==> config.mk <==
export PLATFORM = sky130hd
export DESIGN_NAME = psch_out_flat
export DESIGN_NICKNAME = d
export VERILOG_FILES = /design/src/psch_pkg.sv /design/src/psch_if.sv /design/src/psch_out.sv /design/src/flat_wrapper.sv
export SDC_FILE = /design/constraint.sdc
export NUM_CORES = 1
export LEC_CHECK = 0
export ABC_CLOCK_PERIOD_IN_PS = 4300
export BUFFER_PORTS_ARGS = -buffer_cell sky130_fd_sc_hd__buf_2
export CAP_MARGIN = 5
export CORE_AREA = 2 2 194 196
export DETAILED_ROUTE_END_ITERATION = 8
export DIE_AREA = 0 0 196 198
export SYNTH_ARGS = -nofsm -noshare
export SYNTH_HDL_FRONTEND = slang
export SYNTH_SLANG_ARGS = --single-unit
==> constraint.sdc <==
create_clock -name clk -period 4.3 [get_ports clk]
set_input_delay 0.86 -clock clk [delete_from_list [all_inputs] [get_ports clk]]
set_output_delay 0.86 -clock clk [all_outputs]
set_load 0.005 [all_outputs]
==> src/psch_pkg.sv <==
package psch_pkg;

  localparam int ArrW   = 16;
  localparam int BurstW = 16;
  localparam int PriW   = 8;
  localparam int TickW  = 23;
  localparam int IdW    = 6;
  localparam int TotW   = 29;

  // One job as it sits in the job table.
  typedef struct packed {
    logic [ArrW-1:0]   arrival;
    logic [BurstW-1:0] burst;
    logic [PriW-1:0]   prio;
  } job_t;

  // Controller state, one-hot.
  typedef enum logic [7:0] {
    S_LOAD     = 8'b0000_0001,
    S_SCAN     = 8'b0000_0010,
    S_DRAIN    = 8'b0000_0100,
    S_DECIDE   = 8'b0000_1000,
    S_OUT_RD   = 8'b0001_0000,
    S_OUT_DIFF = 8'b0010_0000,
    S_OUT_SUM  = 8'b0100_0000,
    S_OUT_HOLD = 8'b1000_0000
  } state_t;

  // Controls for the selection unit.
  typedef struct packed {
    logic clear;
    logic eval;
  } sel_ctl_t;

  // Controls for the result stage.
  typedef struct packed {
    logic diff;
    logic sum;
  } out_ctl_t;

endpackage

==> src/psch_if.sv <==


interface psch_out_if;
  import psch_pkg::*;

  logic             valid;
  logic             ready;
  logic [IdW-1:0]   job_id;
  logic [TickW-1:0] done_tick;
  logic [TickW-1:0] turnaround_time;
  logic [TickW-1:0] wait_len;
  logic [IdW-1:0]   dispatch_position;
  logic [TotW-1:0]  total_turnaround;
  logic [TotW-1:0]  total_waiting;
  logic             end_of_run;

  modport source (output valid, output job_id, output done_tick,
                  output turnaround_time, output wait_len,
                  output dispatch_position, output total_turnaround,
                  output total_waiting, output end_of_run, input ready);
  modport sink (input valid, input job_id, input done_tick,
                input turnaround_time, input wait_len,
                input dispatch_position, input total_turnaround,
                input total_waiting, input end_of_run, output ready);
endinterface

==> src/psch_out.sv <==
module psch_out #(
  parameter int IDXW = 6
) (
  input  logic                       clk,
  input  logic                       rst,
  input  psch_pkg::out_ctl_t         ctl,
  input  psch_pkg::job_t             job,
  input  logic [psch_pkg::TickW-1:0] comp,
  input  logic [IDXW-1:0]            pos,
  input  logic [IDXW-1:0]            idx,
  input  logic                       is_last,
  output logic                       sent,
  psch_out_if.source                 res
);
  import psch_pkg::*;

  logic [TickW-1:0] ta_q;
  logic [TickW-1:0] w_q;
  logic [TickW-1:0] comp_q;
  logic [IDXW-1:0]  pos_q;
  logic [IDXW-1:0]  idx_q;
  logic             last_q;
  logic [TickW-1:0] ta;
  logic             valid;
  logic [TotW-1:0]  tot_ta;
  logic [TotW-1:0]  tot_w;
  logic [TickW-1:0] o_comp;
  logic [TickW-1:0] o_ta;
  logic [TickW-1:0] o_w;
  logic [IDXW-1:0]  o_pos;
  logic [IDXW-1:0]  o_idx;
  logic             o_last;

  assign ta   = comp - TickW'(job.arrival);
  assign sent = valid && res.ready;

  // First stage: the two differences.
  always_ff @(posedge clk) begin
    if (ctl.diff) begin
      ta_q   <= ta;
      w_q    <= ta - TickW'(job.burst);
      comp_q <= comp;
      pos_q  <= pos;
      idx_q  <= idx;
      last_q <= is_last;
    end
  end

  // Second stage: running totals and the output register.
  always_ff @(posedge clk) begin
    if (rst) begin
      valid  <= 1'b0;
      tot_ta <= '0;
      tot_w  <= '0;
    end else if (ctl.sum) begin
      valid  <= 1'b1;
      tot_ta <= tot_ta + TotW'(ta_q);
      tot_w  <= tot_w + TotW'(w_q);
    end else if (sent) begin
      valid <= 1'b0;
      if (o_last) begin
        tot_ta <= '0;
        tot_w  <= '0;
      end
    end
  end

  always_ff @(posedge clk) begin
    if (ctl.sum) begin
      o_comp <= comp_q;
      o_ta   <= ta_q;
      o_w    <= w_q;
      o_pos  <= pos_q;
      o_idx  <= idx_q;
      o_last <= last_q;
    end
  end

  assign res.valid             = valid;
  assign res.job_id            = IdW'(o_idx);
  assign res.done_tick         = o_comp;
  assign res.turnaround_time   = o_ta;
  assign res.wait_len          = o_w;
  assign res.dispatch_position = IdW'(o_pos);
  assign res.total_turnaround  = tot_ta;
  assign res.total_waiting     = tot_w;
  assign res.end_of_run        = o_last;

endmodule

==> src/flat_wrapper.sv <==
// flat-port wrapper written by rule: the top's interface ports become plain ports
module psch_out_flat import psch_pkg::*;
#(
  parameter int IDXW = 6
)
  (clk, rst, ctl, job, comp, pos, idx, is_last, sent, res_valid, res_job_id, res_done_tick, res_turnaround_time, res_wait_len, res_dispatch_position, res_total_turnaround, res_total_waiting, res_end_of_run, res_ready);
  psch_out_if res_i ();
  input  logic clk;
  input  logic rst;
  input  psch_pkg::out_ctl_t ctl;
  input  psch_pkg::job_t job;
  input  logic [psch_pkg::TickW-1:0] comp;
  input  logic [IDXW-1:0] pos;
  input  logic [IDXW-1:0] idx;
  input  logic is_last;
  output logic sent;
  output wire logic [$bits(res_i.valid)-1:0] res_valid;
  output wire logic [$bits(res_i.job_id)-1:0] res_job_id;
  output wire logic [$bits(res_i.done_tick)-1:0] res_done_tick;
  output wire logic [$bits(res_i.turnaround_time)-1:0] res_turnaround_time;
  output wire logic [$bits(res_i.wait_len)-1:0] res_wait_len;
  output wire logic [$bits(res_i.dispatch_position)-1:0] res_dispatch_position;
  output wire logic [$bits(res_i.total_turnaround)-1:0] res_total_turnaround;
  output wire logic [$bits(res_i.total_waiting)-1:0] res_total_waiting;
  output wire logic [$bits(res_i.end_of_run)-1:0] res_end_of_run;
  input wire logic [$bits(res_i.ready)-1:0] res_ready;
  assign res_valid = res_i.valid;
  assign res_job_id = res_i.job_id;
  assign res_done_tick = res_i.done_tick;
  assign res_turnaround_time = res_i.turnaround_time;
  assign res_wait_len = res_i.wait_len;
  assign res_dispatch_position = res_i.dispatch_position;
  assign res_total_turnaround = res_i.total_turnaround;
  assign res_total_waiting = res_i.total_waiting;
  assign res_end_of_run = res_i.end_of_run;
  assign res_i.ready = res_ready;
  psch_out #(.IDXW(IDXW)) u_core (.clk(clk), .rst(rst), .ctl(ctl), .job(job), .comp(comp), .pos(pos), .idx(idx), .is_last(is_last), .sent(sent), .res(res_i));
endmodule
==> results.cfg <==
[critical_path]
crit_buf_inv = 3
critPathLaunchType = input pin
path_class = in -> reg
crit_family = compound AO/OA/AOI/OAI gates
critPathMaxFanout = 3
cp.depth = 18
crit_slowest_cell = or4_1
worstPathArrival_ps = 4300
end_kind = flop
crit_path_max_incr_delay_ps = 520
path_cells = buf_2, inv_1, ha_1, fa_1, nand2b_1, a21oi_2, o221ai_2, o21ai_0, a21oi_1, xnor2_1, ha_1, or4_1, o221a_2, o22ai_2, buf_4, and2_2, nand4_1, xnor2_1
worstPathRequired_ps = 4610
ff2ff_path_depth = 11

[final_layout]
diodes = 0
fin_util_pct = 38.0
final_nets = 1365
area_growth_syn_to_layout_pct = 29.2
drive_above_1_share_pct = 28.6

[synth]
synth.area.top_cells = edfxtp_1 45%, dfxtp_1 11%, ha_1 9.1%, xnor2_1 5.2%, a21oi_1 2.9%
synth_cell_types = 70
synth-seq-cells = 223
synth_edf_count = 164
syn_nets = 1067
ys_seq_area_share_pct = 56.2
yosys_warnings = 0
yosysTopAreaCell = edfxtp_1
synth.top_cell.area_share_pct = 45.3
synthCells = 903
async_flop_share_pct = 0
syn_area_per_cell_um2 = 12.0
syn-cell-area_um2 = 10900
ys.flop_type = edfxtp_1

[pwr]
p_clk_share_pct = 31.7
swShare_pct = 31.6
power.leakage_nw = 6.17
p_comb_share_pct = 31.9
vdd_drop_max_mv = 0.395
pwr-share-seq_pct = 36.4
powerDensity_nw_per_um2 = 578
p_switching_mw = 2.56
total_power_mw = 8.11
intPower_mw = 5.55

[clock_network]
cts.sinks = 223
ctsHtreeMaxLevel = 1
cts_root_buf = clkbuf_16
hold_buffers = 0
clk-insertion-delay-late_ps = 560
cts_tree = yes
cts_buffers = 28
cts_resized = 0
post_cts_buffers = 0
clk_pin_slew_ps = 60
cts_buffer_depth = 3

[detailed_routing]
ant_nets = 0
vias = 8053
drc = 0
routedWlPerCell_um = 17.3
wl_um = 29400
initialDrtViolationCount = 329
vias_per_cell = 4.75
first_pass_iters = 4

[die]
start_util_pct = 29.4
die-height_um = 198
row_count = 71
dieArea_um2 = 38800
num_io_pins = 223
coreArea_um2 = 37000
die_w_um = 196

[sta]
worstMarginPinSlew_ps = 1040
max_slew_margin_pct = 31.0
setup-violations-final = 0
slew_violations = 0
fin_crit_sh_pct = 92.8
hold_viol_final = 0
tns_ps = 0
fmax_mhz = 251
fin_crit_ps = 3990
rsz0062_at_grt = false
skew_ps = 27.0

[grt]
grt_max_degree = 73
grt_pass1_wl_um = 44800
grt_usage_pct = 15.0
antenna_found_initial = 3
grt_use_met2_pct = 24.8
grt-ovfl-total = 0
top_usage_layer = met2
grt_pass1_vias = 8146
use_met1_pct = 19.1
met3_usage_pct = 3.12

[place]
portBuffers = 214
gp_congestion = 0.810
hpwl_um = 21900

[flow_run]
max_cap_violations = 0

[min_path]
hp-class = reg -> reg
holdPathStages = 0

[status]
status = finished, final reports clean
[cells by family after synthesis]
| family | after synthesis | synth area share, % |
|---|---|---|
| compound gates | 251 | 16.1 |
| fa+ha+maj | 83 | 9.84 |
| simple gates | 198 | 8.99 |
| flops | 223 | 56.2 |
| xor+xnor | 81 | 6.53 |
| buf+inv | 67 | 2.34 |
[cells in the final DEF, fill, tap and decap left out, types with 9 or more instances in the layout]
cell,n
a21o_1,31
a21oi_1,62
a22o_1,20
a22oi_1,20
and3_1,12
buf_2,212
buf_4,72
clkbuf_16,32
dfxtp_1,59
edfxtp_1,164
ha_1,79
inv_1,51
nand2_1,31
nand2b_1,14
nand3_1,18
nor2_1,72
o21a_1,9
o21ai_0,34
xnor2_1,64
xor2_1,17
[metrics by stage]
| stage | area, um^2 | hold WS [ps] | cells | setup WS (ps) |
|---|---|---|---|---|
| global route | 14000 | 422 | 1697 | 26.2 |
| CTS | 14000 | 400 | 1697 | 177 |
| floorplan | 10900 | 400 | 903 | 23.5 |
| global placement | 13000 | 401 | 1645 | -455 |
| detailed placement | 13000 | 405 | 1645 | -419 |
| finish | 14000 | 405 | 1697 | 310 |
[power by group through the flow]
stage	combinational [mW]	clock (mW)	sequential [mW]
floorplan	1.71	0	2.93
global placement	2.54	0	2.99
detailed placement	2.58	0	3.00
CTS	2.61	2.66	2.96
global route	2.90	2.73	3.00
finish	2.59	2.57	2.96
[layout make-up]
| type | instances | area, um^2 |
|---|---|---|
| Tap cell | 474 | 593 |
| Clock buffer | 36 | 836 |
| Fill cell | 3649 | 22900 |
| Multi-Input combinational cell | 613 | 4510 |
| Clock inverter | 16 | 198 |
| Sequential cell | 223 | 6110 |
| Inverter | 51 | 191 |
| Timing Repair Buffer | 284 | 1600 |
[final timing paths]
path,start,to,slack [ps]
max,comp[0],u_core.w_q[22]$_DFFE_PP_,310
min,u_core.comp_q[9]$_DFFE_PP_,u_core.res.done_tick[9]$_DFFE_PP_,410
max reg2reg,u_core.w_q[0]$_DFFE_PP_,u_core.res.total_waiting[26]$_SDFFE_PP0P_,1050
min reg2reg,u_core.comp_q[9]$_DFFE_PP_,u_core.res.done_tick[9]$_DFFE_PP_,410
[cells in the mapped netlist (all sizes together), types with 3 or more instances]
cell type    n
a21o        33
o211ai       5
nor2b        6
ha          79
and2         8
nand2b      14
o21ai       39
a31o         3
nor4         4
fa           4
a22o        20
nor3b        5
a31oi        6
dfxtp       59
nand3b       4
clkbuf      13
edfxtp     164
nand3       18
buf          3
xor2        17
and3        12
nand4        4
a21boi       3
xnor2       64
inv         51
nor3         8
nor2        72
a22oi       20
o21bai       6
nand2       31
a21oi       64
a211oi       7
o41ai        4
o31ai        8
or3          7
o21a         9
[sequential cells by signal, indices dropped and copies added, names as in the netlist, 6 cells and up]
signal / flops
u_core.res.turnaround_time: 23
u_core.res.job_id: 6
u_core.res.wait_len: 23
u_core.pos_q: 6
u_core.res.total_waiting: 29
u_core.idx_q: 6
u_core.res.total_turnaround: 29
u_core.comp_q: 23
u_core.ta_q: 23
u_core.res.done_tick: 23
u_core.w_q: 23
u_core.res.dispatch_position: 6
[layer usage]
layer  part of all wire (%)  up-vias
met5                   0.12        -
met4                    3.2        6
met3                    5.1       52
met2                     46      173
met1                     45     3825
li1                       -     3997
No activity file was read; power rests on OpenSTA's default activity.
