==> src/psch_pkg.sv <==
package psch_pkg;

  localparam int ArrW   = 16;
  localparam int BurstW = 16;
  localparam int PriW   = 8;
  localparam int TickW  = 23;
  localparam int IdW    = 6;
  localparam int TotW   = 29;

  // One job as it sits in the job table.
  typedef struct packed {
    logic [ArrW-1:0]   arrival;
    logic [BurstW-1:0] burst;
    logic [PriW-1:0]   prio;
  } job_t;

  // Controller state, one-hot.
  typedef enum logic [7:0] {
    S_LOAD     = 8'b0000_0001,
    S_SCAN     = 8'b0000_0010,
    S_DRAIN    = 8'b0000_0100,
    S_DECIDE   = 8'b0000_1000,
    S_OUT_RD   = 8'b0001_0000,
    S_OUT_DIFF = 8'b0010_0000,
    S_OUT_SUM  = 8'b0100_0000,
    S_OUT_HOLD = 8'b1000_0000
  } state_t;

  // Controls for the selection unit.
  typedef struct packed {
    logic clear;
    logic eval;
  } sel_ctl_t;

  // Controls for the result stage.
  typedef struct packed {
    logic diff;
    logic sum;
  } out_ctl_t;

endpackage

==> src/psch_select.sv <==
module psch_select #(
  parameter int IDXW = 6
) (
  input  logic                    clk,
  input  logic                    rst,
  input  psch_pkg::sel_ctl_t      ctl,
  input  psch_pkg::job_t          job,
  input  logic [IDXW-1:0]         idx,
  input  logic                    finished,
  input  logic [psch_pkg::TickW-1:0] tick,
  output logic                    found,
  output logic [IDXW-1:0]         best_idx,
  output logic [psch_pkg::BurstW-1:0] best_burst,
  output logic [psch_pkg::ArrW-1:0]   min_arr
);
  import psch_pkg::*;

  logic [PriW-1:0] best_prio;
  logic            eligible;
  logic            better;

  // A job competes once it has arrived and is not yet done; a strictly
  // smaller priority is needed to displace the current pick, so the lower
  // index keeps a tie.
  assign eligible = !finished && (TickW'(job.arrival) <= tick);
  assign better   = eligible && (!found || (job.prio < best_prio));

  always_ff @(posedge clk) begin
    if (rst) begin
      found <= 1'b0;
    end else if (ctl.clear) begin
      found <= 1'b0;
    end else if (ctl.eval && better) begin
      found <= 1'b1;
    end
  end

  always_ff @(posedge clk) begin
    if (ctl.clear) begin
      min_arr <= '1;
    end else if (ctl.eval) begin
      if (better) begin
        best_idx   <= idx;
        best_prio  <= job.prio;
        best_burst <= job.burst;
      end
      if (!finished && (job.arrival < min_arr)) begin
        min_arr <= job.arrival;
      end
    end
  end

endmodule

==> config.mk <==
export PLATFORM = sky130hd
export DESIGN_NAME = psch_select
export DESIGN_NICKNAME = d
export VERILOG_FILES = /design/src/psch_pkg.sv /design/src/psch_select.sv
export SDC_FILE = /design/constraint.sdc
export NUM_CORES = 1
export LEC_CHECK = 0
export BUFFER_PORTS_ARGS = -buffer_cell sky130_fd_sc_hd__buf_2
export CAP_MARGIN = 40
export CORE_MARGIN = 2
export CORE_UTILIZATION = 40
export DETAILED_ROUTE_END_ITERATION = 12
export PLACE_DENSITY = 0.69
export SETUP_SLACK_MARGIN = 0.5
export SYNTH_ARGS = -nofsm -noshare
export SYNTH_HDL_FRONTEND = slang
export SYNTH_SLANG_ARGS = --single-unit
==> constraint.sdc <==
create_clock -name clk -period 11.3 [get_ports clk]
set_clock_uncertainty 0.1 [all_clocks]
set_input_delay 0.565 -clock clk [delete_from_list [all_inputs] [get_ports clk]]
set_output_delay 0.565 -clock clk [all_outputs]
set_load 0.05 [all_outputs]
==> results.sh, run 1 <==
export IMPL_status="complete, no violations"
export IMPL_tightest_slew_ps=598
export IMPL_fin_crit_sh_pct=23.4
export IMPL_ys_seq_area_share_pct=48.5
export IMPL_postCtsSetupBuffers=0
export IMPL_ir_worst_vdd_uv=75.5
export IMPL_start_kind="input port"
export IMPL_synth_top_cell_by_area="edfxtp_1"
export IMPL_max_stage_delay_ps=410
export IMPL_start_util_pct=40.8
export IMPL_grt_pass1_wl_um=9590
export IMPL_drv_slew=0
export IMPL_power_leakage_nw=1.70
export IMPL_synth_area_leaders="edfxtp_1, ha_1, dfxtp_1"
export IMPL_yosysUniqueCellTypes=29
export IMPL_routed_via_count=2103
export IMPL_cts_buffer_depth=2
export IMPL_min_period_ps=2650
export IMPL_syn_inst=240
export IMPL_syn_avg_cell_area_um2=10.7
export IMPL_drive_gt1_share_pct=35.0
export IMPL_pwr_share_clk_pct=31.6
export IMPL_synth_edf_count=30
export IMPL_synth_cell_area_um2=2560
export IMPL_async_reset_ff_share_pct=0
export IMPL_pre_cts_ws_ps=8320
export IMPL_cts_root_buf="clkbuf_8"
export IMPL_wirelength_um=5670
export IMPL_clk_latency_ps=300
export IMPL_crit_slowest_cell="buf_4"
export IMPL_cpLargestDelayFamily="compound AO/OA/AOI/OAI gates"
export IMPL_grt_use_total_pct=16.7
export IMPL_fmax_mhz=378
export IMPL_cap_viol_max_count=0
export IMPL_power_switching_share_pct=28.3
export IMPL_setup_tns_ps=0
export IMPL_synth_fp_nets=352
export IMPL_cp_common_cell="a21oi_1"
export IMPL_yosysMostFrequentCell="inv_1"
export IMPL_synth_seq_cells=47
export IMPL_seqPwrFrac_pct=48.5
export IMPL_final_nets=468
export IMPL_synth_commonest_cells="inv_1, ha_1, nor2_1"
export IMPL_powerDensity_nw_per_um2=119
export IMPL_h_tree_depth=2
export IMPL_hold_buffers=0
export IMPL_coreArea_um2=6280
export IMPL_hpwl_um=4630
export IMPL_antenna_found_initial=0
export IMPL_pin_count=113
export IMPL_cts_tree="yes"
export IMPL_core_rowCount=29
export IMPL_worstSetupPathType="in -> reg"
export IMPL_grt_pass1_vias=2055
export IMPL_drc=0
export IMPL_grt_max_degree=35
export IMPL_antenna_cells=0
export IMPL_hp_class="in -> reg"
export IMPL_gp_congestion=0.770
export IMPL_ctsResizeCount=0
export IMPL_worstPathRequired_ps=11160
export IMPL_pwr_share_comb_pct=19.9
export IMPL_hold_viol_final=0
export IMPL_path_cells="buf_2, ha_1, a21oi_1, a21oi_1, o31ai_1, o211ai_1, a2111oi_2, buf_4"
export IMPL_dr_first_iter_drc_count=58
export IMPL_path_buf_inv=2
export IMPL_arrival_ps=2510
export IMPL_worst_slack_ps=8650
export IMPL_dr_pass1_iters=4
export IMPL_netlist_area_leader_share_pct=35.2
export IMPL_grt_ovfl_total=0
export IMPL_port_buffers=112
export IMPL_die_y_um=84.0
export IMPL_viasPerCell=4.85
export IMPL_die_area_um2=7060
export IMPL_rsz0062_at_grt="no"
export IMPL_crit_path_end_kind="flop"
export IMPL_critPathMaxFanout=30
export IMPL_slew_headroom_pct=60.1
export IMPL_fillers=591
export IMPL_ant_nets=0
export IMPL_synth_main_ff_cell="edfxtp_1"
export IMPL_syn2layout_area_growth_pct=30.0
export IMPL_die_w_um=84.0
export IMPL_setup_viol=0
export IMPL_yosysWarnings=0
export IMPL_cts_clk_slew_worst_paths_ps=90
export IMPL_cts_buffers=5
export IMPL_clkSinkCount=47
export IMPL_internal_power_mw=0.285
export IMPL_wl_per_cell_um=13.1
export IMPL_switchingPower_mw=0.113
## flip-flops by register name, summed over array words and instances, names as in the netlist
signal / flops
min_arr: 16
found: 1
best_prio: 8
best_idx: 6
best_burst: 16
## worst paths after layout
check                         start                        to  slack, ps  cells after the start
max reg2reg  best_prio[1]$_DFFE_PP_  best_burst[13]$_DFFE_PP_       8820                      7
min reg2reg      found$_SDFFE_PP0P_        found$_SDFFE_PP0P_        400                      2
max                         job[26]  best_burst[13]$_DFFE_PP_       8650                      8
min                          idx[2]     best_idx[2]$_DFFE_PP_        340                      1
## per-layer routing
| layer | vias to the layer above | track usage (%) | share of wire [%] |
|---|---|---|---|
| met5 | - | 0 | 0 |
| met4 | 0 | 3.52 | 0.56 |
| met3 | 4 | 4.15 | 7.0 |
| met2 | 80 | 27.9 | 46 |
| met1 | 950 | 21.9 | 47 |
| li1 | 1069 | - | - |
## per-stage QoR
stage	hold slack, ps	power [mW]	cell area [um2]	utilization (%)	instances
6_report	341	0.398	3330	53.0	434
3_5_place_dp	382	0.277	3220	51.2	426
2_1_floorplan	564	0.248	2560	-	240
4_1_cts	326	0.404	3330	53.0	434
5_1_grt	317	0.420	3330	53.0	434
3_3_place_gp	377	0.274	3200	51.0	425
## area by class of cell
type	instances	area, um2	share of cell area, %
Sequential cell	47	1240	37.3
Multi-Input combinational cell	149	1150	34.5
Timing Repair Buffer	114	583	17.5
Inverter	39	146	4.40
Tap cell	77	96.3	2.89
Clock buffer	5	68.8	2.07
Clock inverter	3	43.8	1.32
## cells by family (layout without fill, tap and decap cells)
| kind of cell | after synthesis | count (layout) | share of synthesized area [%] |
|---|---|---|---|
| buffers and inverters | 44 | 161 | 6.89 |
| AND/OR/NAND/NOR | 61 | 61 | 10.5 |
| adder cells (fa/ha/maj) | 38 | 38 | 18.6 |
| multiplexers | 16 | 16 | 6.25 |
| AO/OA/AOI/OAI | 34 | 34 | 9.33 |
| flip-flops | 47 | 47 | 48.5 |
## power by group through the flow
stage               Combinational (mW)  Clock, mW  Sequential (mW)
floorplan                       0.0318          0            0.217
global placement                0.0774          0            0.197
detailed placement              0.0798          0            0.197
CTS                             0.0803      0.131            0.193
global route                    0.0884      0.138            0.194
finish                          0.0792      0.126            0.193
## worst reg2reg max path, stage by stage, from the launching register on
cell,delay [ps]
edfxtp_1,360
inv_1,60
ha_1,210
a2111oi_0,360
nor3_1,100
o21a_1,210
a2111oi_2,320
buf_4,410
## placed cells by master (no fill, tap or decap), types with 2 or more instances in the layout
cell type,Yosys,layout
o211ai_1,2,2
edfxtp_1,30,30
o21a_1,2,2
mux2i_1,16,16
nand4_1,5,5
a21oi_1,11,11
inv_1,39,39
clkbuf_8,0,5
nor3_1,5,5
a31oi_1,2,2
a211o_1,2,2
buf_2,0,112
nor2_1,38,38
ha_1,38,38
nand2_1,6,6
a211oi_1,4,4
nand2b_1,2,2
dfxtp_1,17,17
o21ai_0,5,5
Power figures use the tool's default switching activity.
==> run 2, diff against run 1 <==
--- a/config.mk
+++ b/config.mk
@@ -10,7 +10,7 @@
 export CORE_MARGIN = 2
 export CORE_UTILIZATION = 40
 export DETAILED_ROUTE_END_ITERATION = 12
-export PLACE_DENSITY = 0.69
+export PLACE_DENSITY = 0.72
 export SETUP_SLACK_MARGIN = 0.5
 export SYNTH_ARGS = -nofsm -noshare
 export SYNTH_HDL_FRONTEND = slang
==> constraint.sdc (replaced) <==
create_clock -name clk -period 2.26 [get_ports clk]
set_clock_uncertainty 0.1 [all_clocks]
set_input_delay 0.113 -clock clk [delete_from_list [all_inputs] [get_ports clk]]
set_output_delay 0.113 -clock clk [all_outputs]
set_load 0.05 [all_outputs]
==> run 2 against run 1 <==
Net effect:
- clock power rose to 4.1 times the previous value
- hold slack worse by 390 ps
- die area unchanged
- the run now ends with hold timing left
- via count up 10%
- critical endpoint is now best_prio[4]$_DFFE_PP_
- count of clock-buffer cells in the layout unchanged
==> results.sh, run 2 (synthesis results as in run 1) <==
export IMPL_grt_pass1_wl_um=10600
export IMPL_rsz0062_at_grt="yes"
export IMPL_fmax_mhz=467
export IMPL_dr_pass1_iters=4
export IMPL_drv_slew=0
export IMPL_syn2layout_area_growth_pct=55.1
export IMPL_min_period_ps=2140
export IMPL_hold_viol_final=1
export IMPL_tightest_slew_ps=657
export IMPL_start_kind="flop"
export IMPL_r2r_start="best_prio[1]$_DFFE_PP_"
export IMPL_layout_common_cells="buf_2, nor2_1, inv_1"
export IMPL_setup_tns_ps=0
export IMPL_hold_slack_ps=-51.7
export IMPL_hpwl_um=4610
export IMPL_antenna_found_initial=0
export IMPL_gp_congestion=0.828
export IMPL_cp_common_cell="a2111oi_4"
export IMPL_clkSinkCount=47
export IMPL_pre_cts_ws_ps=-141
export IMPL_hp_class="in -> reg"
export IMPL_start_util_pct=40.8
export IMPL_critPathMaxFanout=8
export IMPL_worstPathRequired_ps=2180
export IMPL_path_cells="inv_2, ha_4, a2111oi_4, nor3_1, o21a_1, a2111oi_4, buf_4, clkbuf_16"
export IMPL_clk_latency_ps=300
export IMPL_core_rowCount=29
export IMPL_power_leakage_nw=1.97
export IMPL_die_y_um=84.0
export IMPL_final_nets=522
export IMPL_antenna_cells=0
export IMPL_arrival_ps=2060
export IMPL_wirelength_um=6500
export IMPL_pin_count=113
export IMPL_hold_buffers=31
export IMPL_drive_gt1_share_pct=39.7
export IMPL_routed_via_count=2313
export IMPL_crit_path_end_kind="flop"
export IMPL_crit_path_start="best_prio[1]$_DFFE_PP_"
export IMPL_finalPower_mw=2.00
export IMPL_cap_viol_max_count=0
export IMPL_crit_slowest_cell="edfxtp_1"
export IMPL_ir_worst_vdd_uv=267
export IMPL_final_cell_area_um2=3970
export IMPL_cts_buffer_depth=2
export IMPL_worstSetupPathType="reg -> reg"
export IMPL_max_stage_delay_ps=390
export IMPL_ant_nets=0
export IMPL_wl_per_cell_um=13.3
export IMPL_fin_crit_sh_pct=94.8
export IMPL_coreArea_um2=6280
export IMPL_worst_slack_ps=117
export IMPL_mostFrequentLayoutCell="buf_2"
export IMPL_viasPerCell=4.74
export IMPL_top_regs="best_burst: 16 flops, min_arr: 16 flops, best_prio: 8 flops"
export IMPL_status="finished with violations"
export IMPL_grt_max_degree=35
export IMPL_cts_buffers=5
export IMPL_die_w_um=84.0
export IMPL_cts_tree="yes"
export IMPL_cts_clk_slew_worst_paths_ps=90
export IMPL_slew_headroom_pct=56.2
export IMPL_powerDensity_nw_per_um2=503
export IMPL_postPlaceCellArea_um2=3400
export IMPL_utilization_pct=63.3
export IMPL_hp_start="job[1]"
export IMPL_dr_first_iter_drc_count=42
export IMPL_fillers=518
export IMPL_grt_ovfl_total=0
export IMPL_port_buffers=112
export IMPL_grt_pass1_vias=2289
export IMPL_cts_root_buf="clkbuf_8"
export IMPL_failed_checks="hold timing"
export IMPL_drc=0
export IMPL_setup_viol=0
export IMPL_h_tree_depth=2
export IMPL_grt_use_total_pct=18.6
export IMPL_die_area_um2=7060
-- run 2: changes by cell type in the layout (fill, tap and decap cells not counted), moves of 2 or more --
cell	delta
inv_1	-2
buf_6	+4
buf_4	+16
dfxtp_4	+3
inv_2	+2
dfxtp_1	-9
ha_4	+3
buf_12	+2
ha_1	-3
a2111oi_4	+2
dfxtp_2	+6
dlygate4sd3_1	+31
-- run 2: area by class of cell --
type	instances	area (um2)	share of cell area, %
multi-input cells	149	1240	31.3
well taps	77	96.3	2.43
flip-flops and latches	47	1260	31.7
clock inverters	3	20.0	0.504
inverters	39	146	3.69
repair buffers	168	1140	28.6
clock buffers	5	68.8	1.73
-- run 2: final timing paths --
check / endpoint / slack [ps] / cells past startpoint
worst max-delay path: best_prio[4]$_DFFE_PP_ / 120 / 8
worst max register to register: best_prio[4]$_DFFE_PP_ / 120 / 8
worst min-delay path: best_prio[1]$_DFFE_PP_ / -50 / 1
worst min register to register: found$_SDFFE_PP0P_ / 410 / 2
-- run 2: timing repair --
item	in CTS	in global routing
setup endpoints to repair	46	46
pin swaps	1	1
gates resized for setup	7	5
endpoints found under the hold margin	32	1
gates cloned	2	1
setup buffers	4	1
-- run 2: stage by stage --
stage	hold WS, ps	instances
finish	-51.7	488
global route	-72.5	488
CTS	-99.1	486
detailed placement	191	441
global placement	190	441
floorplan	112	240
-- run 2: critical path: cells and delay by family (launching register included) --
family	cells	cell delay (ps)
adders and majority gates	1	200
buffers and inverters	3	420
DFF	1	390
AOI/OAI and AO/OA	3	680
and+or+nand+nor	1	80
-- run 2: layer usage --
metal | wire [um] | track usage, %
met2 | 3090 | 31.5
met5 | 0 | 0
met1 | 2850 | 23.2
met4 | 134 | 5.57
met3 | 421 | 4.85
-- run 2: report_power, final --
part | internal [mW] | switching (mW)
Sequential | 0.947 | 0.0157
Clock | 0.216 | 0.299
Combinational | 0.234 | 0.284
Total | 1.40 | 0.599
